--- src/hw/rtl/itoa_pkg.sv ---
// Shared types and constants for the signed integer to decimal ASCII block.
package itoa_pkg;

	localparam int unsigned VALUE_W    = 32;
	localparam int unsigned NUM_DIGITS = 10;
	localparam int unsigned BCD_W      = 4 * NUM_DIGITS;
	localparam int unsigned STEP_W     = 5;
	localparam int unsigned REM_W      = 4;

	localparam logic [7:0] ASCII_ZERO  = 8'd48;
	localparam logic [7:0] ASCII_MINUS = 8'd45;

	localparam logic [3:0] DIGIT_FIVE = 4'd5;
	localparam logic [3:0] DIGIT_NINE = 4'd9;
	localparam logic [3:0] DABBLE_ADJ = 4'd3;

	localparam logic [STEP_W-1:0] LAST_STEP  = STEP_W'(VALUE_W - 1);
	localparam logic [REM_W-1:0]  ALL_DIGITS = REM_W'(NUM_DIGITS);
	localparam logic [REM_W-1:0]  ONE_DIGIT  = REM_W'(1);

	typedef enum logic [4:0] {
		ST_IDLE = 5'b00001,
		ST_CONV = 5'b00010,
		ST_SKIP = 5'b00100,
		ST_SIGN = 5'b01000,
		ST_EMIT = 5'b10000
	} state_t;

endpackage

--- src/hw/rtl/itoa_dabble.sv ---
// One double-dabble step: add-3 correction on every BCD digit, then shift in one bit.
module itoa_dabble import itoa_pkg::*; (
	input  logic [BCD_W-1:0] bcd_in,
	input  logic             bit_in,
	output logic [BCD_W-1:0] bcd_out
);

	logic [BCD_W-1:0] adj;

	always_comb begin
		for (int i = 0; i < NUM_DIGITS; i++) begin
			if (bcd_in[4*i +: 4] >= DIGIT_FIVE) begin
				adj[4*i +: 4] = bcd_in[4*i +: 4] + DABBLE_ADJ;
			end else begin
				adj[4*i +: 4] = bcd_in[4*i +: 4];
			end
		end
	end

	// top bit of the top digit never carries for a 32-bit magnitude
	assign bcd_out = {adj[BCD_W-2:0], bit_in};

endmodule

--- src/hw/rtl/signed_int_to_decimal_ascii.sv ---
// Top level: signed 32-bit integer to decimal ASCII text, one character per strobe.
// Output order: the sign, if any, comes first, then one digit per cycle.
// Busy stays high through 32 conversion steps in the shared double-dabble unit, then a
//   leading-zero skip and emit pass over the 10 BCD digits, with the minus sign first for a
//   negative value; a new item is not taken until busy falls.
// Reset: arst_n clears the sequencer asynchronously; the block comes up idle, no strobe.
module signed_int_to_decimal_ascii import itoa_pkg::*; (
	input  logic                      clk,
	input  logic                      arst_n,
	input  logic                      start,
	output logic                      busy,
	input  logic signed [VALUE_W-1:0] value,
	output logic                      strobe,
	output logic [7:0]                char_code,
	output logic                      last_char
);

	state_t             state_q;
	logic [VALUE_W-1:0] mag_q;     // magnitude, shifted out MSB first
	logic               neg_q;
	logic [BCD_W-1:0]   bcd_q;     // BCD digits, most significant in the top nibble
	logic [STEP_W-1:0]  step_q;    // conversion step counter
	logic [REM_W-1:0]   rem_q;     // digits still to skip or emit
	logic [BCD_W-1:0]   bcd_step;
	logic [3:0]         top_digit;
	logic               accept;

	// shared arithmetic unit, used once per conversion step
	itoa_dabble u_dabble (
		.bcd_in  (bcd_q),
		.bit_in  (mag_q[VALUE_W-1]),
		.bcd_out (bcd_step)
	);

	assign accept    = start && (state_q == ST_IDLE);
	assign top_digit = bcd_q[BCD_W-1 -: 4];

	// Sequencer. The negate is done in 32 bits: the most negative value yields
	// 0x80000000, which is its true magnitude read as unsigned.
	always_ff @(posedge clk or negedge arst_n) begin
		if (!arst_n) begin
			state_q <= ST_IDLE;
			step_q  <= '0;
			rem_q   <= '0;
		end else begin
			case (state_q)
				ST_IDLE: begin
					if (accept) begin
						state_q <= ST_CONV;
						step_q  <= '0;
						rem_q   <= ALL_DIGITS;
					end
				end
				ST_CONV: begin
					step_q <= step_q + STEP_W'(1);
					if (step_q == LAST_STEP) begin
						state_q <= ST_SKIP;
					end
				end
				ST_SKIP: begin
					// drop leading zeros, but always keep the last digit
					if (top_digit == 4'd0 && rem_q != ONE_DIGIT) begin
						rem_q <= rem_q - REM_W'(1);
					end else if (neg_q) begin
						state_q <= ST_SIGN;
					end else begin
						state_q <= ST_EMIT;
					end
				end
				ST_SIGN: begin
					state_q <= ST_EMIT;
				end
				ST_EMIT: begin
					rem_q <= rem_q - REM_W'(1);
					if (rem_q == ONE_DIGIT) begin
						state_q <= ST_IDLE;
					end
				end
				default: begin
					state_q <= ST_IDLE;
				end
			endcase
		end
	end

	// Datapath registers, no reset needed.
	always_ff @(posedge clk) begin
		case (state_q)
			ST_IDLE: begin
				if (accept) begin
					neg_q <= value[VALUE_W-1];
					mag_q <= value[VALUE_W-1] ? (~value + VALUE_W'(1)) : value;
					bcd_q <= '0;
				end
			end
			ST_CONV: begin
				bcd_q <= bcd_step;
				mag_q <= {mag_q[VALUE_W-2:0], 1'b0};
			end
			ST_SKIP: begin
				if (top_digit == 4'd0 && rem_q != ONE_DIGIT) begin
					bcd_q <= {bcd_q[BCD_W-5:0], 4'd0};
				end
			end
			ST_EMIT: begin
				bcd_q <= {bcd_q[BCD_W-5:0], 4'd0};
			end
			default: begin
			end
		endcase
	end

	assign busy      = (state_q != ST_IDLE);
	assign strobe    = (state_q == ST_SIGN) || (state_q == ST_EMIT);
	assign char_code = (state_q == ST_SIGN) ? ASCII_MINUS : (ASCII_ZERO + {4'd0, top_digit});
	assign last_char = (state_q == ST_EMIT) && (rem_q == ONE_DIGIT);

	// Checks on the sequencer.
	a_last_ends_item: assert property (@(posedge clk) disable iff (!arst_n)
		(strobe && last_char) |=> !busy)
		else $error("busy after the last character");

	a_digit_range: assert property (@(posedge clk) disable iff (!arst_n)
		(state_q == ST_EMIT) |-> (top_digit <= DIGIT_NINE))
		else $error("BCD digit out of range");

	a_start_to_busy: assert property (@(posedge clk) disable iff (!arst_n)
		(start && !busy) |=> (busy && !strobe))
		else $error("accepted item did not start conversion");

	a_sign_first: assert property (@(posedge clk) disable iff (!arst_n)
		(state_q == ST_SIGN) |-> (neg_q && $past(state_q) == ST_SKIP))
		else $error("minus sign out of order");

endmodule
--- config.mk ---
export PLATFORM = sky130hd
export DESIGN_NAME = signed_int_to_decimal_ascii
export DESIGN_NICKNAME = d
export VERILOG_FILES = /design/src/hw/rtl/itoa_pkg.sv /design/src/hw/rtl/itoa_dabble.sv /design/src/hw/rtl/signed_int_to_decimal_ascii.sv
export SDC_FILE = /design/constraint.sdc
export NUM_CORES = 1
export LEC_CHECK = 0
export BUFFER_PORTS_ARGS = -buffer_cell sky130_fd_sc_hd__buf_2
export CAP_MARGIN = 5
export CORE_AREA = 4 4 97 99
export CTS_CLUSTER_SIZE = 40
export DETAILED_ROUTE_END_ITERATION = 12
export DIE_AREA = 0 0 101 103
export MAX_ROUTING_LAYER = met4
export PLACE_DENSITY_LB_ADDON = 0.15
export SYNTH_ARGS = -nofsm -noshare
export SYNTH_HDL_FRONTEND = slang
export SYNTH_SLANG_ARGS = --single-unit
--- constraint.sdc ---
create_clock -name clk -period 9.78 [get_ports clk]
set_input_delay 0 -clock clk [delete_from_list [all_inputs] [get_ports clk]]
set_output_delay 0 -clock clk [all_outputs]
set_load 0.01 [all_outputs]
==> results of run 1 <==
## report_power, final
part	total, W	internal [W]	switching (W)
logic	0.000727	0.000268	0.000459
registers	0.000802	0.000667	0.000135
clock network	0.000236	0.000107	0.000129
total	0.00176	0.00104	0.000722
## metrics by stage
| step | util [%] | power (W) | setup slack, ns | hold slack [ns] | area [sq um] |
|---|---|---|---|---|---|
| after detailed placement | 66.9 | 0.00153 | 6.83 | -0.0878 | 5720 |
| after CTS | 69.4 | 0.00177 | 6.79 | 0.0241 | 5940 |
| final | 69.4 | 0.00176 | 6.81 | 0.0367 | 5940 |
| after floorplan | - | 0.00132 | 6.07 | -0.296 | 5440 |
| after global placement | 66.9 | 0.00148 | 6.87 | -0.0893 | 5720 |
| after global routing | 69.4 | 0.00191 | 6.61 | 0.0666 | 5940 |
## kinds of logic after synthesis
logic type | after synthesis | share of synthesized area [%]
other | 2 | 0.138
XOR/XNOR | 46 | 7.41
flip-flops | 87 | 46.8
AO/OA/AOI/OAI | 154 | 17.3
AND/OR/NAND/NOR | 187 | 17.4
adder cells (fa/ha/maj) | 26 | 5.99
buffers and inverters | 55 | 4.26
multiplexers | 4 | 0.737
## metal layers
metal  global-route usage, %  part of all wire, %  wire length (um)  vias to the layer above
li1                        -                    -                 -                     2066
met4                    7.57                  1.5               165                        0
met2                    39.4                   51              5530                       97
met5                       -                    0                 0                        -
met1                    28.1                   43              4700                     1966
met3                    2.84                  4.6               496                       13
## repair_timing
item,in CTS,in global routing
gates resized for setup,0,0
hold buffers,3,0
hold endpoints to repair,16,0
endpoints found under the setup margin,0,0
## cell usage after synthesis, drive strengths merged (6+ instances only)
library cell	number
ha	26
nand3	8
o21ai	75
buf	11
nor2	32
xnor2	21
inv	29
a21oi	41
xor2	25
dfrtp	13
nor4	6
nor3b	14
edfxtp	73
nand2b	17
clkbuf	15
o31ai	20
nand2	75
## state kept, by name, summed over array words and instances (netlist names)
signal   flops
bcd_q       40
state_q      5
neg_q        1
rem_q        4
mag_q       32
step_q       5
## area by class of cell
type | count | area share [%]
clock inverters | 4 | 0.506
clock buffers | 12 | 2.61
well taps | 108 | 2.28
multi-input cells | 420 | 45.2
inverters | 29 | 1.83
flip-flops and latches | 87 | 42.8
repair buffers | 50 | 4.68
## worst min-delay path by stage
stage / from / end / slack (ns) / cells after the start
4_1_cts: value[10] / mag_q[10]$_DFFE_PP_ / 0.02 / 3
2_1_floorplan: arst_n / rem_q[0]$_DFFE_PN0P_ / -0.30 / 0
3_3_place_gp: arst_n / rem_q[3]$_DFFE_PN0P_ / -0.09 / 1
6_report: value[10] / mag_q[10]$_DFFE_PP_ / 0.04 / 3
5_1_grt: value[9] / mag_q[9]$_DFFE_PP_ / 0.07 / 3
3_5_place_dp: arst_n / rem_q[1]$_DFFE_PN0P_ / -0.09 / 1
## worst reg2reg max path, delay by kind of cell (launching register included)
kind	cells	cell delay, ns
buf+inv	2	0.83
simple gates	3	0.83
flops	1	0.44
compound gates	1	0.53
==> results_tabular.tex, run 1 <==
\begin{tabular}{lr}
\hline
Metric & Value \\
\hline
\multicolumn{2}{l}{\textbf{Run status}} \\
\quad Outcome & finished, final reports clean \\
\multicolumn{2}{l}{\textbf{Clock network}} \\
\quad Post-CTS setup-driven buffer insertion count & 0 \\
\quad Clock latency on the worst-skew pair & 0.35 ns \\
\quad Number of CTS-inserted buffers & 9 \\
\quad Clock tree root driver cell & sky130\_fd\_sc\_hd\_\_clkbuf\_8 \\
\quad Sink Count & 87 \\
\quad TritonCTS clock tree & done \\
\quad Deepest clock path buffer count & 2 \\
\quad Clock input transition at the sequential cells of the worst setup and hold paths & 0.09 ns \\
\quad Total number of H-tree levels & 3 \\
\multicolumn{2}{l}{\textbf{Floorplanning}} \\
\quad I/O pin count & 46 \\
\quad Die width & 101 um \\
\quad Standard-cell row count & 34 \\
\quad Area of the placeable core & 0.00855 sq mm \\
\quad Area of the die & 0.0104 sq mm \\
\quad Initial cell density of the core & 63.5\% \\
\quad Vertical die dimension & 103 um \\
\multicolumn{2}{l}{\textbf{Timing}} \\
\quad Final count of pins violating max slew & 0 \\
\quad Number of endpoints with negative hold slack in the final report & 0 \\
\quad RSZ-0062 raised after global routing & false \\
\quad Final setup skew & 0.0118 ns \\
\quad Total negative slack & 0 ns \\
\quad Remaining max-slew budget at the tightest pin & 44.9\% \\
\quad Maximum clock frequency & 337 MHz \\
\quad Total setup violations reported at the end of the flow & 0 \\
\quad Worst Max-Slew Pin Slew & 0.819 ns \\
\quad Clock period minus worst slack & 2.97 ns \\
\quad Fin crit share & 30.3\% \\
\multicolumn{2}{l}{\textbf{Detailed routing}} \\
\quad Initial DRC Count & 157 \\
\quad Total wire length after detailed routing & 10900 um \\
\quad Detailed-route DRC error count & 0 \\
\quad Post-DR wirelength/cell & 15.3 um \\
\quad Total via count after detailed routing & 4142 \\
\quad Post-DR vias/cell & 5.83 \\
\quad Antenna Nets Post-Route & 0 \\
\quad First drt pass iteration count & 4 \\
\multicolumn{2}{l}{\textbf{Placement}} \\
\quad DP Cell Count & 691 \\
\quad Input/output buffers & 42 \\
\quad Final weighted congestion in routability-driven placement & 0.856 \\
\quad HPWL after DPL & 7710 um \\
\multicolumn{2}{l}{\textbf{Synth}} \\
\quad Cell types with the largest area share after synthesis & sky130\_fd\_sc\_hd\_\_edfxtp\_1, sky130\_fd\_sc\_hd\_\_o21ai\_0, sky130\_fd\_sc\_hd\_\_dfrtp\_1 \\
\quad Proportion of synthesized chip area in sequential cells & 46.8\% \\
\quad Cells after Synth & 561 \\
\quad Area share of the largest cell type after synthesis & 40.3\% \\
\quad Cell taking the most area after synthesis & sky130\_fd\_sc\_hd\_\_edfxtp\_1 \\
\quad Most common flop cell mapped by yosys & sky130\_fd\_sc\_hd\_\_edfxtp\_1 \\
\quad YS warnings & 0 \\
\quad Fraction of registers with async set/reset & 16.1\% \\
\quad Mapped Area & 0.00543 sq mm \\
\quad Post-synth EDFFs & 73 \\
\quad Syn\_area\_per\_cell & 9.69 sq um \\
\quad Post-synthesis register bit count & 87 \\
\quad Number of unique standard cell types used by synthesis & 47 \\
\multicolumn{2}{l}{\textbf{Layout}} \\
\quad Footprint of the multi-input gates & 0.00269 sq mm \\
\quad Inserted Diodes & 0 \\
\quad Layout cells sized above 1 & 13.6\% \\
\quad Synthesis-to-finish area growth & 9.26\% \\
\quad Number of nets in the layout & 658 \\
\quad Filler Cell Count & 673 \\
\quad Most used cells in the layout excluding fill and tap cells & sky130\_fd\_sc\_hd\_\_nand2\_1, sky130\_fd\_sc\_hd\_\_o21ai\_0, sky130\_fd\_sc\_hd\_\_edfxtp\_1, sky130\_fd\_sc\_hd\_\_buf\_2, sky130\_fd\_sc\_hd\_\_a21oi\_1 \\
\quad Sequential standard cell area & 0.00254 sq mm \\
\quad Count of non-filler cells in the finished layout & 710 \\
\multicolumn{2}{l}{\textbf{Critical path}} \\
\quad Category of the critical setup timing path & reg2reg \\
\quad Required arrival time at the worst endpoint & 9.81 ns \\
\quad Beginning of the critical path & state\_q[4]\$\_DFFE\_PN0P\_ \\
\quad Slowest library cell on the worst path & sky130\_fd\_sc\_hd\_\_a21oi\_4 \\
\quad Type of destination of the critical path & flip-flop \\
\quad Delay-heaviest family, CP & buffers and inverters \\
\quad Setup slack, reg-to-reg & 6.81 ns \\
\quad Critical path buffers and inverters & 2 \\
\quad Length in cells of the worst reg-to-reg path & 6 \\
\quad Endpoint of the lowest-slack register-to-register path & bcd\_q[31]\$\_DFFE\_PP\_ \\
\quad End of the critical path & bcd\_q[31]\$\_DFFE\_PP\_ \\
\quad Cell chain of the critical path & or3\_1, nor3b\_4, buf\_4, nor2\_1, a21oi\_4, buf\_4 \\
\quad Kind of launch point of the worst setup path & flip-flop \\
\quad Max Fanout on Critical Path & 54 \\
\quad Signal arrival time at the worst endpoint & 3.00 ns \\
\quad Levels on crit path & 6 \\
\quad Delay contributed by the slowest stage of the critical path & 0.53 ns \\
\quad Dominant cell type by count on the critical path & sky130\_fd\_sc\_hd\_\_buf\_4 \\
\quad Worst reg2reg path startpoint & state\_q[4]\$\_DFFE\_PN0P\_ \\
\multicolumn{2}{l}{\textbf{Global routing}} \\
\quad First-pass GRT wire length & 18500 um \\
\quad Overall fraction of global-route tracks in use & 22.9\% \\
\quad Largest net degree at the start of global routing & 68 \\
\quad Initial antenna violation count & 0 \\
\quad Global route total overflow & 0 \\
\quad Number of global-route vias before repair & 4133 \\
\multicolumn{2}{l}{\textbf{Flow run}} \\
\quad Max Cap Viol & 0 \\
\multicolumn{2}{l}{\textbf{Power}} \\
\quad Leakage power of the design & 2.24 nW \\
\quad Power Dens Cells & 297 mW/mm\^{}2 \\
\quad Largest vdd supply drop & 0.132 mV \\
\multicolumn{2}{l}{\textbf{Min path}} \\
\quad Worst min path class & in2reg \\
\hline
\end{tabular}
Power figures use the tool's default switching activity.
==> inputs of run 2 (changes only) <==
--- a/config.mk
+++ b/config.mk
@@ -5,12 +5,13 @@
 export SDC_FILE = /design/constraint.sdc
 export NUM_CORES = 1
 export LEC_CHECK = 0
+export ABC_AREA = 1
 export BUFFER_PORTS_ARGS = -buffer_cell sky130_fd_sc_hd__buf_2
 export CAP_MARGIN = 5
-export CORE_AREA = 4 4 97 99
+export CORE_AREA = 4 4 102 104
 export CTS_CLUSTER_SIZE = 40
 export DETAILED_ROUTE_END_ITERATION = 12
-export DIE_AREA = 0 0 101 103
+export DIE_AREA = 0 0 106 108
 export MAX_ROUTING_LAYER = met4
 export PLACE_DENSITY_LB_ADDON = 0.15
 export SYNTH_ARGS = -nofsm -noshare
==> constraint.sdc (replaced) <==
create_clock -name clk -period 3 [get_ports clk]
set_input_delay 0 -clock clk [delete_from_list [all_inputs] [get_ports clk]]
set_output_delay 0 -clock clk [all_outputs]
set_load 0.01 [all_outputs]
==> results_tabular.tex, run 2 <==
\begin{tabular}{lr}
\hline
Metric & Value \\
\hline
\multicolumn{2}{l}{\textbf{Critical path}} \\
\quad Max Fanout on Critical Path & 24 (was 54) \\
\quad Required arrival time at the worst endpoint & 3.07 ns (was 9.81 ns) \\
\quad Setup slack, reg-to-reg & 0.87 ns (was 6.81 ns) \\
\quad Signal arrival time at the worst endpoint & 2.19 ns (was 3.00 ns) \\
\quad Kind of launch point of the worst setup path & flip-flop (unchanged) \\
\quad Type of destination of the critical path & flip-flop (unchanged) \\
\quad Worst reg2reg path startpoint & bcd\_q[36]\$\_DFFE\_PP\_ (was state\_q[4]\$\_DFFE\_PN0P\_) \\
\quad Beginning of the critical path & bcd\_q[36]\$\_DFFE\_PP\_ (was state\_q[4]\$\_DFFE\_PN0P\_) \\
\quad Category of the critical setup timing path & reg2reg (unchanged) \\
\multicolumn{2}{l}{\textbf{Placement}} \\
\quad HPWL after DPL & 8670 um (was 7710 um) \\
\quad Final weighted congestion in routability-driven placement & 0.927 (was 0.856) \\
\quad Input/output buffers & 42 (unchanged) \\
\quad Post-DP Area & 0.00599 sq mm (was 0.00572 sq mm) \\
\quad Setup WS pre-CTS & 0.889 ns (was 6.83 ns) \\
\multicolumn{2}{l}{\textbf{Global routing}} \\
\quad Overall fraction of global-route tracks in use & 23.0\% (was 22.9\%) \\
\quad First-pass GRT wire length & 20700 um (was 18500 um) \\
\quad Largest net degree at the start of global routing & 47 (was 68) \\
\quad Global route total overflow & 0 (unchanged) \\
\quad Number of global-route vias before repair & 4612 (was 4133) \\
\quad Initial antenna violation count & 0 (unchanged) \\
\multicolumn{2}{l}{\textbf{Timing}} \\
\quad Worst Setup Slack, final & 0.874 ns (was 6.81 ns) \\
\quad Clock period minus worst slack & 2.13 ns (was 2.97 ns) \\
\quad Fin crit share & 70.9\% (was 30.3\%) \\
\quad Total setup violations reported at the end of the flow & 0 (unchanged) \\
\quad Final count of pins violating max slew & 0 (unchanged) \\
\quad Remaining max-slew budget at the tightest pin & 59.4\% (was 44.9\%) \\
\quad Maximum clock frequency & 470 MHz (was 337 MHz) \\
\quad RSZ-0062 raised after global routing & false (unchanged) \\
\quad Total negative slack & 0 ns (unchanged) \\
\quad Final setup skew & 0.00884 ns (was 0.0118 ns) \\
\quad Number of endpoints with negative hold slack in the final report & 0 (unchanged) \\
\quad Worst Max-Slew Pin Slew & 0.609 ns (was 0.819 ns) \\
\multicolumn{2}{l}{\textbf{Synth}} \\
\quad Proportion of synthesized chip area in sequential cells & 44.8\% (was 46.8\%) \\
\quad Syn\_area\_per\_cell & 8.19 sq um (was 9.69 sq um) \\
\quad Fraction of registers with async set/reset & 16.1\% (unchanged) \\
\quad Xor and xnor area share after synthesis & 3.09\% (was 7.41\%) \\
\quad Post-synthesis mux area share & 0\% (was 0.737\%) \\
\quad Leading cell type by number of instances after synthesis & sky130\_fd\_sc\_hd\_\_nand2\_1 \\
\quad Most common flop cell mapped by yosys & sky130\_fd\_sc\_hd\_\_edfxtp\_1 (unchanged) \\
\quad YS warnings & 0 (unchanged) \\
\quad Cells after Synth & 693 (was 561) \\
\quad Area share of the largest cell type after synthesis & 38.6\% (was 40.3\%) \\
\quad Post-synth top cells & sky130\_fd\_sc\_hd\_\_nand2\_1, sky130\_fd\_sc\_hd\_\_inv\_1, sky130\_fd\_sc\_hd\_\_nor2\_1, sky130\_fd\_sc\_hd\_\_o21ai\_0, sky130\_fd\_sc\_hd\_\_edfxtp\_1 (was sky130\_fd\_sc\_hd\_\_nand2\_1, sky130\_fd\_sc\_hd\_\_o21ai\_0, sky130\_fd\_sc\_hd\_\_edfxtp\_1, sky130\_fd\_sc\_hd\_\_a21oi\_1, sky130\_fd\_sc\_hd\_\_nor2\_1) \\
\quad Adder and majority gate portion of the synthesized area & 5.73\% (was 5.99\%) \\
\quad Number of unique standard cell types used by synthesis & 35 (was 47) \\
\quad Cell types with the largest area share after synthesis & sky130\_fd\_sc\_hd\_\_edfxtp\_1, sky130\_fd\_sc\_hd\_\_nand2\_1, sky130\_fd\_sc\_hd\_\_o21ai\_0 (was sky130\_fd\_sc\_hd\_\_edfxtp\_1, sky130\_fd\_sc\_hd\_\_o21ai\_0, sky130\_fd\_sc\_hd\_\_dfrtp\_1) \\
\quad Post-synthesis register bit count & 87 (unchanged) \\
\quad Mapped Area & 0.00567 sq mm (was 0.00543 sq mm) \\
\quad Combinational family with the most area after synthesis & simple AND/OR/NAND/NOR gates (unchanged) \\
\quad Share of synthesized cell area in and, or, nand and nor gates & 23.0\% (was 17.4\%) \\
\quad Post-synth EDFFs & 73 (unchanged) \\
\quad Cell taking the most area after synthesis & sky130\_fd\_sc\_hd\_\_edfxtp\_1 (unchanged) \\
\quad Compound-gate portion of the synthesized area & 14.6\% (was 17.3\%) \\
\multicolumn{2}{l}{\textbf{Layout}} \\
\quad Synthesis-to-finish area growth & 9.77\% (was 9.26\%) \\
\quad Register with the most flip-flops & bcd\_q (unchanged) \\
\quad Commonest non-fill, non-tap cell in the layout & sky130\_fd\_sc\_hd\_\_nand2\_1 \\
\quad Largest register FFs & 40 (unchanged) \\
\quad Final std cell area, no fill & 0.00623 sq mm (was 0.00594 sq mm) \\
\quad Filler Cell Count & 842 (was 673) \\
\quad Footprint of the multi-input gates & 0.00267 sq mm (was 0.00269 sq mm) \\
\quad Inserted Diodes & 0 (unchanged) \\
\quad Sequential standard cell area & 0.00254 sq mm (unchanged) \\
\quad Largest registers & bcd\_q (40), mag\_q (32) (unchanged) \\
\quad Most used cells in the layout excluding fill and tap cells & sky130\_fd\_sc\_hd\_\_nand2\_1, sky130\_fd\_sc\_hd\_\_inv\_1, sky130\_fd\_sc\_hd\_\_nor2\_1, sky130\_fd\_sc\_hd\_\_o21ai\_0, sky130\_fd\_sc\_hd\_\_edfxtp\_1 (was sky130\_fd\_sc\_hd\_\_nand2\_1, sky130\_fd\_sc\_hd\_\_o21ai\_0, sky130\_fd\_sc\_hd\_\_edfxtp\_1, sky130\_fd\_sc\_hd\_\_buf\_2, sky130\_fd\_sc\_hd\_\_a21oi\_1) \\
\quad Layout cells sized above 1 & 12.4\% (was 13.6\%) \\
\quad Number of nets in the layout & 792 (was 658) \\
\multicolumn{2}{l}{\textbf{Clock network}} \\
\quad Number of CTS-inserted buffers & 9 (unchanged) \\
\quad Deepest clock path buffer count & 2 (unchanged) \\
\quad Post-cts sizing count & 0 (unchanged) \\
\quad Clock tree root driver cell & sky130\_fd\_sc\_hd\_\_clkbuf\_8 (unchanged) \\
\quad Sink Count & 87 (unchanged) \\
\quad Clock input transition at the sequential cells of the worst setup and hold paths & 0.08 ns (was 0.09 ns) \\
\quad Post-CTS setup-driven buffer insertion count & 0 (unchanged) \\
\quad Clock latency on the worst-skew pair & 0.36 ns (was 0.35 ns) \\
\quad TritonCTS clock tree & done (unchanged) \\
\quad Total number of H-tree levels & 3 (unchanged) \\
\quad Hold bufs inserted after CTS & 2 (was 3) \\
\multicolumn{2}{l}{\textbf{Power}} \\
\quad Total power after layout & 0.00599 W (was 0.00176 W) \\
\quad Leakage power of the design & 2.75 nW (was 2.24 nW) \\
\quad Power Dens Cells & 962 mW/mm\^{}2 (was 297 mW/mm\^{}2) \\
\quad Largest vdd supply drop & 0.391 mV (was 0.132 mV) \\
\multicolumn{2}{l}{\textbf{Detailed routing}} \\
\quad Total wire length after detailed routing & 12100 um (was 10900 um) \\
\quad Post-DR vias/cell & 5.50 (was 5.83) \\
\quad Post-DR wirelength/cell & 13.9 um (was 15.3 um) \\
\quad Initial DRC Count & 292 (was 157) \\
\quad Detailed-route DRC error count & 0 (unchanged) \\
\quad Total via count after detailed routing & 4782 (was 4142) \\
\quad Antenna Nets Post-Route & 0 (unchanged) \\
\quad First drt pass iteration count & 5 (was 4) \\
\multicolumn{2}{l}{\textbf{Floorplanning}} \\
\quad Standard-cell row count & 36 (was 34) \\
\quad Vertical die dimension & 108 um (was 103 um) \\
\quad I/O pin count & 46 (unchanged) \\
\quad Initial cell density of the core & 59.4\% (was 63.5\%) \\
\quad Area of the placeable core & 0.00955 sq mm (was 0.00855 sq mm) \\
\quad Area of the die & 0.0114 sq mm (was 0.0104 sq mm) \\
\quad Die width & 106 um (was 101 um) \\
\multicolumn{2}{l}{\textbf{Min path}} \\
\quad Worst min path class & in2reg (unchanged) \\
\quad Start point of the worst min-delay path & value[25] (was value[10]) \\
\multicolumn{2}{l}{\textbf{Flow run}} \\
\quad Max Cap Viol & 0 (unchanged) \\
\multicolumn{2}{l}{\textbf{Run status}} \\
\quad Outcome & finished, final reports clean (unchanged) \\
\hline
\end{tabular}
run 2: layout make-up:
| type | count | area share (%) |
|---|---|---|
| multi-input cells | 491 | 42.8 |
| flip-flops and latches | 87 | 40.8 |
| inverters | 92 | 5.55 |
| repair buffers | 50 | 4.62 |
| clock buffers | 13 | 3.23 |
| well taps | 133 | 2.67 |
| clock inverters | 3 | 0.281 |
run 2: metrics by stage:
stage | hold slack [ns] | utilization, % | instances
after floorplan | -0.296 | - | 694
after CTS | 0.00675 | 65.2 | 869
after global routing | 0.0197 | 65.2 | 869
final | 0.0167 | 65.2 | 869
after detailed placement | -0.0875 | 62.7 | 851
after global placement | -0.0984 | 62.7 | 851
run 2: cells by family after synthesis:
group / Yosys count
compound gates: 139
xor+xnor: 20
fa+ha+maj: 26
buf+inv: 116
flops: 87
other cells: 2
simple gates: 303
run 2: power by group:
group          internal, W  switching, W  total, W
Clock             0.000447      0.000420  0.000868
Sequential         0.00218      0.000343   0.00252
Combinational     0.000834       0.00177   0.00260
Total              0.00346       0.00253   0.00599
run 2: worst max-delay path, stage by stage, from the launching register on:
cell and delay, ns:
sky130_fd_sc_hd__edfxtp_1 0.44, sky130_fd_sc_hd__inv_1 0.13, sky130_fd_sc_hd__ha_1 0.16, sky130_fd_sc_hd__nand3_1 0.12
sky130_fd_sc_hd__nand2_1 0.10, sky130_fd_sc_hd__nand2_2 0.10, sky130_fd_sc_hd__a31oi_4 0.52, sky130_fd_sc_hd__buf_12 0.26
run 2: worst paths after layout:
check	to	cells past startpoint
setup / recovery	bcd_q[23]$_DFFE_PP_	7
hold / removal	mag_q[25]$_DFFE_PP_	4
setup reg to reg	bcd_q[23]$_DFFE_PP_	7
hold reg to reg	step_q[0]$_DFFE_PN0P_	1
max in group asynchronous	state_q[0]$_DFFE_PN1P_	2
min in group asynchronous	step_q[1]$_DFFE_PN0P_	2
run 2: routing by layer:
layer,up-vias,part of all wire [%],track usage (%)
li1,2400,-,-
met1,2211,44,29.0
met2,156,49,39.0
met3,15,5.9,4.12
met4,0,1.5,5.74
met5,-,0,-
==> inputs of run 3 (changes only) <==
--- a/config.mk
+++ b/config.mk
@@ -5,13 +5,13 @@
 export SDC_FILE = /design/constraint.sdc
 export NUM_CORES = 1
 export LEC_CHECK = 0
-export ABC_AREA = 1
+export ABC_AREA = 0
 export BUFFER_PORTS_ARGS = -buffer_cell sky130_fd_sc_hd__buf_2
 export CAP_MARGIN = 5
-export CORE_AREA = 4 4 102 104
+export CORE_AREA = 4 4 101 103
 export CTS_CLUSTER_SIZE = 40
 export DETAILED_ROUTE_END_ITERATION = 12
-export DIE_AREA = 0 0 106 108
+export DIE_AREA = 0 0 105 107
 export MAX_ROUTING_LAYER = met4
 export PLACE_DENSITY_LB_ADDON = 0.15
 export SYNTH_ARGS = -nofsm -noshare
==> constraint.sdc (replaced) <==
create_clock -name clk -period 2 [get_ports clk]
set_input_delay 0 -clock clk [delete_from_list [all_inputs] [get_ports clk]]
set_output_delay 0 -clock clk [all_outputs]
set_load 0.01 [all_outputs]
==> results_tabular.tex, run 3 (same netlist as run 1, synthesis figures left out) <==
\begin{tabular}{lr}
\hline
Metric & Value \\
\hline
\multicolumn{2}{l}{\textbf{Run status}} \\
\quad Outcome & finished, final reports clean (unchanged) \\
\multicolumn{2}{l}{\textbf{Global routing}} \\
\quad Initial antenna violation count & 0 (unchanged) \\
\quad Global route total overflow & 0 (unchanged) \\
\quad Largest net degree at the start of global routing & 37 (was 47) \\
\quad First-pass GRT wire length & 18500 um (was 20700 um) \\
\quad Overall fraction of global-route tracks in use & 20.6\% (was 23.0\%) \\
\quad Number of global-route vias before repair & 4094 (was 4612) \\
\multicolumn{2}{l}{\textbf{Timing}} \\
\quad Total setup violations reported at the end of the flow & 0 (unchanged) \\
\quad Total negative slack & 0 ns (unchanged) \\
\quad Fin crit share & 97.8\% (was 70.9\%) \\
\quad Hold WS & 0.0301 ns (was 0.0167 ns) \\
\quad RSZ-0062 raised after global routing & true (was false) \\
\quad Number of endpoints with negative hold slack in the final report & 0 (unchanged) \\
\quad Maximum clock frequency & 511 MHz (was 470 MHz) \\
\quad Clock period minus worst slack & 1.96 ns (was 2.13 ns) \\
\quad Final count of pins violating max slew & 0 (unchanged) \\
\quad Worst Setup Slack, final & 0.0443 ns (was 0.874 ns) \\
\quad Final setup skew & 0.0112 ns (was 0.00884 ns) \\
\multicolumn{2}{l}{\textbf{Power}} \\
\quad Power Dens Cells & 1510 mW/mm\^{}2 (was 962 mW/mm\^{}2) \\
\quad Clock Power Share & 14.0\% (was 14.5\%) \\
\quad Leakage power of the design & 2.51 nW (was 2.75 nW) \\
\quad Sw power & 0.00377 W (was 0.00253 W) \\
\quad Largest vdd supply drop & 0.626 mV (was 0.391 mV) \\
\quad Sequential group share of total power & 39.9\% (was 42.1\%) \\
\quad Internal power & 0.00605 W (was 0.00346 W) \\
\quad Sw Share & 38.4\% (was 42.3\%) \\
\quad Combinational group share of total power & 46.1\% (was 43.5\%) \\
\multicolumn{2}{l}{\textbf{Detailed routing}} \\
\quad Total wire length after detailed routing & 11100 um (was 12100 um) \\
\quad First drt pass iteration count & 5 (unchanged) \\
\quad Post-DR vias/cell & 5.61 (was 5.50) \\
\quad Antenna Nets Post-Route & 0 (unchanged) \\
\quad Total via count after detailed routing & 4223 (was 4782) \\
\quad Post-DR wirelength/cell & 14.7 um (was 13.9 um) \\
\quad Detailed-route DRC error count & 0 (unchanged) \\
\quad Initial DRC Count & 189 (was 292) \\
\multicolumn{2}{l}{\textbf{Clock network}} \\
\quad Clock latency on the worst-skew pair & 0.36 ns (about the same) \\
\quad Deepest clock path buffer count & 2 (unchanged) \\
\quad Number of CTS-inserted buffers & 9 (unchanged) \\
\quad Clock input transition at the sequential cells of the worst setup and hold paths & 0.09 ns (was 0.08 ns) \\
\quad Total number of H-tree levels & 3 (unchanged) \\
\quad Clock tree root driver cell & sky130\_fd\_sc\_hd\_\_clkbuf\_8 (unchanged) \\
\quad TritonCTS clock tree & done (unchanged) \\
\quad Sink Count & 87 (unchanged) \\
\multicolumn{2}{l}{\textbf{Layout}} \\
\quad Commonest non-fill, non-tap cell in the layout & sky130\_fd\_sc\_hd\_\_o21ai\_0 (was sky130\_fd\_sc\_hd\_\_nand2\_1) \\
\quad Largest registers & bcd\_q (40), mag\_q (32) (unchanged) \\
\quad Register with the most flip-flops & bcd\_q (unchanged) \\
\quad Inserted Diodes & 0 (unchanged) \\
\quad Synthesis-to-finish area growth & 19.6\% (was 9.77\%) \\
\quad Most used cells in the layout excluding fill and tap cells & sky130\_fd\_sc\_hd\_\_o21ai\_0, sky130\_fd\_sc\_hd\_\_edfxtp\_1, sky130\_fd\_sc\_hd\_\_nand2\_1, sky130\_fd\_sc\_hd\_\_buf\_2, sky130\_fd\_sc\_hd\_\_a21oi\_1 (was sky130\_fd\_sc\_hd\_\_nand2\_1, sky130\_fd\_sc\_hd\_\_inv\_1, sky130\_fd\_sc\_hd\_\_nor2\_1, sky130\_fd\_sc\_hd\_\_o21ai\_0, sky130\_fd\_sc\_hd\_\_edfxtp\_1) \\
\quad Footprint of the multi-input gates & 0.00277 sq mm (was 0.00267 sq mm) \\
\quad Filler Cell Count & 691 (was 842) \\
\quad Number of nets in the layout & 698 (was 792) \\
\quad Final core utilization & 70.7\% (was 65.2\%) \\
\quad Sequential standard cell area & 0.00254 sq mm (about the same) \\
\quad Layout cells sized above 1 & 21.2\% (was 12.4\%) \\
\quad Largest register FFs & 40 (unchanged) \\
\multicolumn{2}{l}{\textbf{Floorplanning}} \\
\quad Initial cell density of the core & 59.1\% (was 59.4\%) \\
\quad Area of the placeable core & 0.00920 sq mm (was 0.00955 sq mm) \\
\quad Standard-cell row count & 35 (was 36) \\
\quad Die width & 105 um (was 106 um) \\
\quad Area of the die & 0.0112 sq mm (was 0.0114 sq mm) \\
\quad I/O pin count & 46 (unchanged) \\
\quad Vertical die dimension & 107 um (was 108 um) \\
\multicolumn{2}{l}{\textbf{Placement}} \\
\quad Setup WS pre-CTS & -0.0805 ns (was 0.889 ns) \\
\quad Final weighted congestion in routability-driven placement & 0.843 (was 0.927) \\
\quad HPWL after DPL & 8010 um (was 8670 um) \\
\quad Input/output buffers & 42 (unchanged) \\
\multicolumn{2}{l}{\textbf{Critical path}} \\
\quad Slowest library cell on the worst path & sky130\_fd\_sc\_hd\_\_dfrtp\_1 (was sky130\_fd\_sc\_hd\_\_a31oi\_4) \\
\quad Max Fanout on Critical Path & 9 (was 24) \\
\quad Kind of launch point of the worst setup path & flip-flop (unchanged) \\
\quad Cell chain of the critical path & inv\_2, ha\_1, or3b\_4, a311o\_1, nand2\_2, a21oi\_4, buf\_12, clkbuf\_16 (was inv\_1, ha\_1, nand3\_1, nand2\_1, nand2\_2, a31oi\_4, buf\_12) \\
\quad Required arrival time at the worst endpoint & 2.12 ns (was 3.07 ns) \\
\quad Signal arrival time at the worst endpoint & 2.07 ns (was 2.19 ns) \\
\quad Type of destination of the critical path & flip-flop (unchanged) \\
\quad Category of the critical setup timing path & reg2reg (unchanged) \\
\quad Delay contributed by the slowest stage of the critical path & 0.40 ns (was 0.52 ns) \\
\multicolumn{2}{l}{\textbf{Flow run}} \\
\quad Max Cap Viol & 0 (unchanged) \\
\multicolumn{2}{l}{\textbf{Min path}} \\
\quad Worst min path class & in2reg (unchanged) \\
\hline
\end{tabular}
run 3: changes by cell type in the layout (fill, tap and decap cells not counted), moves of 8 or more:
| cell | delta |
|---|---|
| sky130_fd_sc_hd__a21oi_1 | +8 |
| sky130_fd_sc_hd__nand3_1 | -45 |
| sky130_fd_sc_hd__buf_4 | +26 |
| sky130_fd_sc_hd__o32ai_1 | -9 |
| sky130_fd_sc_hd__o31ai_1 | +16 |
| sky130_fd_sc_hd__nor2_1 | -51 |
| sky130_fd_sc_hd__nand2_1 | -65 |
| sky130_fd_sc_hd__nor3b_1 | +10 |
| sky130_fd_sc_hd__xnor2_1 | +19 |
| sky130_fd_sc_hd__nand2b_1 | +17 |
| sky130_fd_sc_hd__inv_1 | -61 |
run 3: final cells by class:
type | instances | area share, %
well taps | 111 | 2.14
clock inverters | 6 | 1.42
inverters | 29 | 1.67
flip-flops and latches | 87 | 39.2
repair buffers | 89 | 10.9
clock buffers | 10 | 2.12
multi-input cells | 421 | 42.6
run 3: worst max-delay path, delay by kind of cell, from the launching register on:
| kind | cells | cell delay [ns] |
|---|---|---|
| compound gates | 2 | 0.35 |
| simple gates | 2 | 0.46 |
| buf+inv | 3 | 0.37 |
| flops | 1 | 0.40 |
| fa+ha+maj | 1 | 0.13 |
run 3: routing by layer:
layer	track usage [%]	vias up	share of wire, %
li1	-	2147	-
met1	25.9	1987	46
met2	35.5	78	49
met3	2.47	11	3.3
met4	5.72	0	1.1
met5	-	-	0
run 3: path summary, 6_finish.rpt:
path	endpoint	start	slack, ns	depth (start not counted)
hold reg to reg	step_q[2]$_DFFE_PN0P_	step_q[2]$_DFFE_PN0P_	0.51	1
setup reg to reg	bcd_q[34]$_DFFE_PP_	rem_q[1]$_DFFE_PN0P_	0.04	8
max in group asynchronous	state_q[0]$_DFFE_PN1P_	arst_n	1.66	2
min in group asynchronous	rem_q[1]$_DFFE_PN0P_	arst_n	0.05	2
hold / removal	mag_q[6]$_DFFE_PP_	value[6]	0.03	3
setup / recovery	bcd_q[34]$_DFFE_PP_	rem_q[1]$_DFFE_PN0P_	0.04	8
run 3: power groups by stage:
stage | registers, W | clock network, W | logic, W
floorplan | 0.00375 | 0 | 0.00280
global placement | 0.00388 | 0 | 0.00383
detailed placement | 0.00394 | 0 | 0.00399
CTS | 0.00390 | 0.00140 | 0.00411
global route | 0.00403 | 0.00147 | 0.00507
finish | 0.00392 | 0.00138 | 0.00452
run 3: per-stage QoR:
stage	cells	area (sq um)	power, W
after floorplan	562	5490	0.00655
after global placement	727	6060	0.00771
after detailed placement	727	6060	0.00793
after CTS	747	6350	0.00941
after global routing	753	6500	0.0106
final	753	6500	0.00982
run 3: what timing repair did:
| item | CTS | global route |
|---|---|---|
| buffers inserted | 0 | 4 |
| pin swaps | 2 | 2 |
| setup endpoints to repair | 49 | 82 |
| gates cloned | 1 | 2 |
| hold buffers | 3 | 0 |
| hold endpoints to repair | 16 | 0 |
| gates resized for setup | 6 | 15 |
